==> config.mk <==
export PLATFORM = sky130hd
export DESIGN_NAME = serial_audio_frame_deframer
export DESIGN_NICKNAME = d
export VERILOG_FILES = /design/src/rtl/sadf_pkg.sv /design/src/rtl/sadf_parser.sv /design/src/rtl/serial_audio_frame_deframer.sv
export SDC_FILE = /design/constraint.sdc
export NUM_CORES = 1
export LEC_CHECK = 0
export ABC_CLOCK_PERIOD_IN_PS = 4200
export BUFFER_PORTS_ARGS = -buffer_cell sky130_fd_sc_hd__buf_4
export CAP_MARGIN = 20
export CORE_ASPECT_RATIO = 0.5
export CORE_MARGIN = 1
export CORE_UTILIZATION = 30
export CTS_CLUSTER_DIAMETER = 100
export DETAILED_ROUTE_END_ITERATION = 10
export RECOVER_POWER = 25
export SYNTH_ARGS = -nofsm -noshare
export SYNTH_HDL_FRONTEND = slang
export SYNTH_SLANG_ARGS = --single-unit
==> constraint.sdc <==
create_clock -name clk_i -period 4.2 [get_ports clk_i]
set_input_delay 0.84 -clock clk_i [delete_from_list [all_inputs] [get_ports clk_i]]
set_output_delay 0.84 -clock clk_i [all_outputs]
set_load 0.005 [all_outputs]
==> src/rtl/sadf_pkg.sv <==
`default_nettype none

package sadf_pkg;

  localparam logic [7:0] HdrByte  = 8'hAA;
  localparam logic [7:0] FtrByte  = 8'h55;
  localparam logic [7:0] TypeSpk  = 8'h02;
  localparam logic [7:0] TypeCmd  = 8'h03;
  localparam logic [7:0] CmdStart = 8'h10;
  localparam logic [7:0] CmdStop  = 8'h11;
  localparam logic [7:0] CmdPing  = 8'h20;

  typedef enum logic [1:0] {
    KindAudio  = 2'd0,
    KindAccept = 2'd1,
    KindReject = 2'd2
  } kind_e;

  typedef enum logic [5:0] {
    PhIdle = 6'b000001,
    PhType = 6'b000010,
    PhLenH = 6'b000100,
    PhLenL = 6'b001000,
    PhData = 6'b010000,
    PhFoot = 6'b100000
  } phase_e;

  typedef struct packed {
    logic       pong_request;
    logic       capture_on;
    logic [7:0] frame_kind;
    logic [7:0] audio_byte;
    kind_e      out_kind;
  } result_t;

endpackage

`default_nettype wire

==> src/rtl/sadf_parser.sv <==
`default_nettype none

module sadf_parser (
  input  wire logic              clk_i,
  input  wire logic              rst_ni,
  input  wire logic [7:0]        rx_byte_i,
  input  wire logic              adv_i,
  output logic                   emit_o,
  output sadf_pkg::result_t      res_o
);

  sadf_pkg::phase_e phase_q, phase_d;
  logic [7:0]  type_q, type_d;
  logic [15:0] len_q, len_d;
  logic [15:0] cnt_q, cnt_d;
  logic [7:0]  cmd_q, cmd_d;
  logic        cap_q, cap_d;
  logic [15:0] cnt_inc;
  logic        pong;

  assign cnt_inc = cnt_q + 16'd1;

  always_comb begin
    phase_d = phase_q;
    type_d  = type_q;
    len_d   = len_q;
    cnt_d   = cnt_q;
    cmd_d   = cmd_q;
    cap_d   = cap_q;
    emit_o  = 1'b0;
    pong    = 1'b0;
    res_o.out_kind = sadf_pkg::KindAudio;
    res_o.audio_byte = 8'h00;
    case (phase_q)
      sadf_pkg::PhType: begin
        type_d  = rx_byte_i;
        phase_d = sadf_pkg::PhLenH;
      end
      sadf_pkg::PhLenH: begin
        len_d   = {rx_byte_i, 8'h00};
        phase_d = sadf_pkg::PhLenL;
      end
      sadf_pkg::PhLenL: begin
        len_d   = {len_q[15:8], rx_byte_i};
        cnt_d   = 16'd0;
        cmd_d   = 8'h00;
        phase_d = ({len_q[15:8], rx_byte_i} == 16'd0) ? sadf_pkg::PhFoot : sadf_pkg::PhData;
      end
      sadf_pkg::PhData: begin
        if (cnt_q == 16'd0) begin
          cmd_d = rx_byte_i;
        end
        cnt_d = cnt_inc;
        if (cnt_inc >= len_q) begin
          phase_d = sadf_pkg::PhFoot;
        end
        if (type_q == sadf_pkg::TypeSpk) begin
          emit_o = 1'b1;
          res_o.audio_byte = rx_byte_i;
        end
      end
      sadf_pkg::PhFoot: begin
        phase_d = sadf_pkg::PhIdle;
        emit_o  = 1'b1;
        if (rx_byte_i != sadf_pkg::FtrByte) begin
          res_o.out_kind = sadf_pkg::KindReject;
        end else begin
          res_o.out_kind = sadf_pkg::KindAccept;
          if (type_q == sadf_pkg::TypeCmd && len_q != 16'd0) begin
            if (cmd_q == sadf_pkg::CmdStart) begin
              cap_d = 1'b1;
            end else if (cmd_q == sadf_pkg::CmdStop) begin
              cap_d = 1'b0;
            end else if (cmd_q == sadf_pkg::CmdPing) begin
              pong = 1'b1;
            end
          end
        end
      end
      default: begin
        phase_d = (rx_byte_i == sadf_pkg::HdrByte) ? sadf_pkg::PhType : sadf_pkg::PhIdle;
      end
    endcase
    res_o.frame_kind   = type_q;
    res_o.capture_on   = cap_d;
    res_o.pong_request = pong;
  end

  always_ff @(posedge clk_i or negedge rst_ni) begin
    if (!rst_ni) begin
      phase_q <= sadf_pkg::PhIdle;
      type_q  <= 8'h00;
      len_q   <= 16'd0;
      cnt_q   <= 16'd0;
      cmd_q   <= 8'h00;
      cap_q   <= 1'b1;
    end else if (adv_i) begin
      phase_q <= phase_d;
      type_q  <= type_d;
      len_q   <= len_d;
      cnt_q   <= cnt_d;
      cmd_q   <= cmd_d;
      cap_q   <= cap_d;
    end
  end

`ifndef SYNTHESIS
  // pong only ever rides on an accepted footer
  a_pong_accept: assert property (@(posedge clk_i) disable iff (!rst_ni)
    (emit_o && res_o.pong_request) |-> (res_o.out_kind == sadf_pkg::KindAccept))
    else $error("pong on non-accept result");

  // audio results come only from speaker frames
  a_audio_type: assert property (@(posedge clk_i) disable iff (!rst_ni)
    (emit_o && res_o.out_kind == sadf_pkg::KindAudio) |-> (type_q == sadf_pkg::TypeSpk))
    else $error("audio result from non-speaker frame");

  // payload count never passes the length while in payload
  a_cnt_bound: assert property (@(posedge clk_i) disable iff (!rst_ni)
    (phase_q == sadf_pkg::PhData) |-> (cnt_q < len_q))
    else $error("payload count overran length");
`endif

endmodule

`default_nettype wire

==> src/rtl/serial_audio_frame_deframer.sv <==
`default_nettype none
// Each result passes the input register and then the result register before it appears on m_axis.
// Throughput: one byte per cycle while m_axis takes results; the parser state updates once per byte.
// Bytes that give no result never wait on m_axis_tready_i.
// Reset (rst_ni low, async): parser waits for a header, capture flag set,
// both stage registers empty.

module serial_audio_frame_deframer (
  input  wire logic        clk_i,
  input  wire logic        rst_ni,
  input  wire logic        s_axis_tvalid_i,
  output logic             s_axis_tready_o,
  input  wire logic [7:0]  s_axis_tdata_i,   // [7:0] rx_byte
  output logic             m_axis_tvalid_o,
  input  wire logic        m_axis_tready_i,
  output logic [23:0]      m_axis_tdata_o,   // [7:0] audio_byte, [15:8] frame_kind,
                                             // [16] capture_on, [17] pong_request, rest 0
  output logic [1:0]       m_axis_tuser_o    // [1:0] out_kind
);

  logic              in_vld_q;
  logic [7:0]        in_byte_q;
  logic              out_vld_q;
  sadf_pkg::result_t out_q;
  sadf_pkg::result_t res;
  logic              emit;
  logic              out_free;
  logic              adv;

  assign out_free        = !out_vld_q || m_axis_tready_i;
  assign adv             = in_vld_q && (!emit || out_free);
  assign s_axis_tready_o = !in_vld_q || adv;

  sadf_parser u_parser (
    .clk_i     (clk_i),
    .rst_ni    (rst_ni),
    .rx_byte_i (in_byte_q),
    .adv_i     (adv),
    .emit_o    (emit),
    .res_o     (res)
  );

  always_ff @(posedge clk_i or negedge rst_ni) begin
    if (!rst_ni) begin
      in_vld_q <= 1'b0;
    end else if (s_axis_tready_o) begin
      in_vld_q <= s_axis_tvalid_i;
    end
  end

  always_ff @(posedge clk_i) begin
    if (s_axis_tready_o && s_axis_tvalid_i) begin
      in_byte_q <= s_axis_tdata_i;
    end
  end

  always_ff @(posedge clk_i or negedge rst_ni) begin
    if (!rst_ni) begin
      out_vld_q <= 1'b0;
    end else if (out_free) begin
      out_vld_q <= adv && emit;
    end
  end

  always_ff @(posedge clk_i) begin
    if (out_free && adv && emit) begin
      out_q <= res;
    end
  end

  assign m_axis_tvalid_o = out_vld_q;
  assign m_axis_tuser_o  = out_q.out_kind;
  assign m_axis_tdata_o  = {6'd0, out_q.pong_request, out_q.capture_on,
                            out_q.frame_kind, out_q.audio_byte};

`ifndef SYNTHESIS
  // an empty result register never blocks input
  a_ready_free: assert property (@(posedge clk_i) disable iff (!rst_ni)
    !out_vld_q |-> s_axis_tready_o)
    else $error("input stalled with empty result register");

  a_kind_legal: assert property (@(posedge clk_i) disable iff (!rst_ni)
    out_vld_q |-> (out_q.out_kind == sadf_pkg::KindAudio ||
                   out_q.out_kind == sadf_pkg::KindAccept ||
                   out_q.out_kind == sadf_pkg::KindReject))
    else $error("illegal out_kind");

  // a waiting result holds still until taken
  a_out_hold: assert property (@(posedge clk_i) disable iff (!rst_ni)
    (m_axis_tvalid_o && !m_axis_tready_i) |=> (m_axis_tvalid_o && $stable(out_q)))
    else $error("result changed while stalled");
`endif

endmodule

`default_nettype wire
==> results.tsv <==
metric	value	unit
status	finished clean	
drive_gt1_frac	0.179	
fin_util	0.365	
hpwl	6600	um
post_drt_wl_per_cell	15.3	um
firstDrtPassIters	5	
p_leak	2.14	nW
switching_share	0.212	
die_x	171	um
r2r-start	u_parser.cnt_q[0]$_DFFE_PN0P_	
antenna_found_initial	0	
rsz0062_at_grt	false	
layoutNonFillerInstCount	616	
start_kind	register	
ios	40	
cpMaxStageDelayCell	a2111oi_0	
total_power	1.77	mW
overflow	0	
cts_sinks	85	
cp_data_arrival_time	3.82	ns
gp_congestion	0.791	
dp_cells	600	
synth.distinct_cells	54	
postCtsResizedCells	0	
ir_drop	0.162	mV
grt_pass1_wl	15000	um
finalWirelength	9450	um
post-place-ws	0.610	ns
crit_top_cell	nand3_1	
clock_latency	0.34	ns
p_switching	0.375	mW
post-route-period-util	0.857	
port_buffers	33	
final_nets	449	
hold_viol	0	
crit_end	u_parser.phase_q[1]$_DFFE_PN0P_	
postCtsSetupBuffers	0	
clk_pin_slew_worst_paths	0.06	ns
end_kind	register	
synth_warnings	0	
rows	30	
crit_path_start	u_parser.cnt_q[0]$_DFFE_PN0P_	
grt_pass1_vias	2865	
viasPerCell	4.91	
netlist_area	4300	um2
holdBufCountCts	0	
cp_cell_sequence	nand3_1 -> nor2_1 -> and4_1 -> nand3_1 -> xnor2_1 -> ha_1 -> nand4_1 -> or2_2 -> a2111oi_0 -> o31ai_4 -> mux2_2	
min_path_type	reg -> reg	
pwr-share-clk	0.483	
intPower	1.40	mW
max-clock-path-buffers	2	
worst_pin_slew	0.918	ns
syn_to_final_growth	16.9	%
clock-root-buffer	clkbuf_16	
synthFlopType	dfrtp_1	
fmax	278	MHz
clock_skew	0.00512	ns
slew_violations	0	
die-height	86.6	um
cts_tree	yes	
cpPeakStageDelay	0.62	ns
num_vias	3027	
ys_seq_elements	85	
die_area	14800	um2
combPwrFrac	0.020	
synthArstFlopShare	0.671	
setup_viol	0	
seqPwrFrac	0.497	
postRouteAntennaNets	0	
post_synth.cell_area_avg	11.0	um2
worst_slack	0.601	ns
power_density	353	nW/um2
max-slew-margin-rel	0.385	
period_minus_slack	3.60	ns
grt_use_total	0.136	
rr_worst_depth	11	
cts_buffers	9	
r2r_slack	0.60	ns
path_class	reg -> reg	
drc	0	
antenna_cells	0	
cp_data_required_time	4.42	ns
core	13800	um2
cp_max_fo	7	
synth_edf_count	28	
maxCapViolCount	0	
drtIter0Drc	200	
ys_seq_area_frac	0.528	
grt_max_degree	58	
cts.htree.levels	3	
initial_core_util	0.312	
synth_cells	389	
r2r_end	u_parser.phase_q[1]$_DFFE_PN0P_	
setup-tns-final	0	ns
## power by group through the flow
stage | Sequential [mW] | Clock [mW] | Combinational (mW)
floorplan | 0.886 | 0 | 0.0173
global placement | 0.898 | 0 | 0.0362
detailed placement | 0.897 | 0 | 0.0367
CTS | 0.880 | 0.870 | 0.0369
global route | 0.881 | 0.907 | 0.0410
finish | 0.881 | 0.855 | 0.0355
## cells in the mapped netlist (2+ instances only)
master | n | area (um2)
a2111oi_0 | 2 | 17.5
a21oi_1 | 6 | 30.0
a22o_1 | 10 | 87.6
a31oi_1 | 3 | 18.8
a32o_1 | 8 | 80.1
and3_1 | 11 | 68.8
and4_1 | 3 | 26.3
and4b_1 | 2 | 20.0
buf_2 | 4 | 20.0
buf_4 | 8 | 60.1
clkbuf_1 | 9 | 33.8
dfrtp_1 | 55 | 1380
dfstp_2 | 2 | 52.6
edfxtp_1 | 28 | 841
ha_1 | 18 | 225
inv_1 | 31 | 116
mux2_2 | 11 | 124
mux2i_1 | 8 | 80.1
nand2_1 | 39 | 146
nand2b_1 | 3 | 18.8
nand3_1 | 14 | 70.1
nand4_1 | 9 | 56.3
nor2_1 | 15 | 56.3
nor2b_1 | 2 | 12.5
nor3_1 | 6 | 30.0
nor4_1 | 8 | 50.1
o211ai_1 | 2 | 15.0
o21ai_0 | 23 | 115
o21ai_2 | 2 | 17.5
o31ai_1 | 5 | 37.5
or3_1 | 2 | 12.5
or4_1 | 5 | 37.5
xnor2_1 | 11 | 96.3
xor2_1 | 4 | 35.0
## state kept, by name, indices dropped and copies added, names as in the netlist
signal	flops
m_axis_tdata_o	18
u_parser.cnt_q	16
u_parser.len_q	16
in_byte_q	8
u_parser.cmd_q	8
u_parser.type_q	8
u_parser.phase_q	6
m_axis_tuser_o	2
in_vld_q	1
m_axis_tvalid_o	1
u_parser.cap_q	1
## critical path: cells and delay by family, from the launching register on
| kind | cells | cell delay [ns] |
|---|---|---|
| simple gates | 6 | 1.42 |
| xor+xnor | 1 | 0.16 |
| compound gates | 2 | 0.82 |
| mux | 1 | 0.30 |
| flops | 1 | 0.45 |
| fa+ha+maj | 1 | 0.33 |
## how the worst min path moves through the flow
stage	start	end	slack, ns	cells after the start
global route	u_parser.type_q[1]$_DFFE_PN0P_	m_axis_tdata_o[9]$_DFFE_PP_	0.48	0
floorplan	u_parser.type_q[1]$_DFFE_PN0P_	m_axis_tdata_o[9]$_DFFE_PP_	0.43	0
detailed placement	u_parser.type_q[1]$_DFFE_PN0P_	m_axis_tdata_o[9]$_DFFE_PP_	0.45	0
finish	u_parser.cmd_q[0]$_DFFE_PN0P_	u_parser.cap_q$_DFFE_PN1P_	0.47	1
CTS	u_parser.type_q[1]$_DFFE_PN0P_	m_axis_tdata_o[9]$_DFFE_PP_	0.47	0
global placement	u_parser.type_q[1]$_DFFE_PN0P_	m_axis_tdata_o[9]$_DFFE_PP_	0.45	0
## kinds of logic after synthesis
group | after synthesis | synth area share
adders and majority gates | 18 | 0.0524
buffers and inverters | 53 | 0.0562
and+or+nand+nor | 126 | 0.156
xor gates and xnor gates | 15 | 0.0306
DFF | 85 | 0.528
AOI/OAI and AO/OA | 72 | 0.128
muxes | 19 | 0.0475
other | 1 | 0.000873
## stage by stage
stage	hold WS [ns]	area [um2]
after floorplan	0.433	4320
after global placement	0.452	4700
after detailed placement	0.454	4700
after CTS	0.468	5020
after global routing	0.482	5020
final	0.465	5020
## metal layers
| metal | vias to the layer above | track usage | share of wire |
|---|---|---|---|
| li1 | 1470 | - | - |
| met1 | 1464 | 0.178 | 0.48 |
| met2 | 80 | 0.208 | 0.45 |
| met3 | 13 | 0.0384 | 0.055 |
| met4 | 0 | 0.0633 | 0.017 |
| met5 | - | 0 | 0 |
## cells in the final DEF (no fill, tap or decap), types with 9 or more instances in the layout
| cell | instances |
|---|---|
| buf_4 | 28 |
| mux2_2 | 11 |
| xnor2_1 | 11 |
| inv_1 | 31 |
| nor2_1 | 15 |
| dfrtp_1 | 55 |
| clkbuf_16 | 9 |
| nand2_1 | 39 |
| a22o_1 | 10 |
| ha_1 | 18 |
| o21ai_0 | 23 |
| edfxtp_1 | 28 |
| nand4_1 | 9 |
| nand3_1 | 14 |
| and3_1 | 11 |
## final cells by class
type | instances | area, um2
Fill cell | 1340 | 8750
Sequential cell | 85 | 2270
Multi-Input combinational cell | 256 | 1810
Timing Repair Buffer | 36 | 270
Tap cell | 192 | 240
Clock buffer | 9 | 225
Inverter | 31 | 116
Clock inverter | 7 | 95.1
Note: power is estimated with default switching activity, not from simulation.
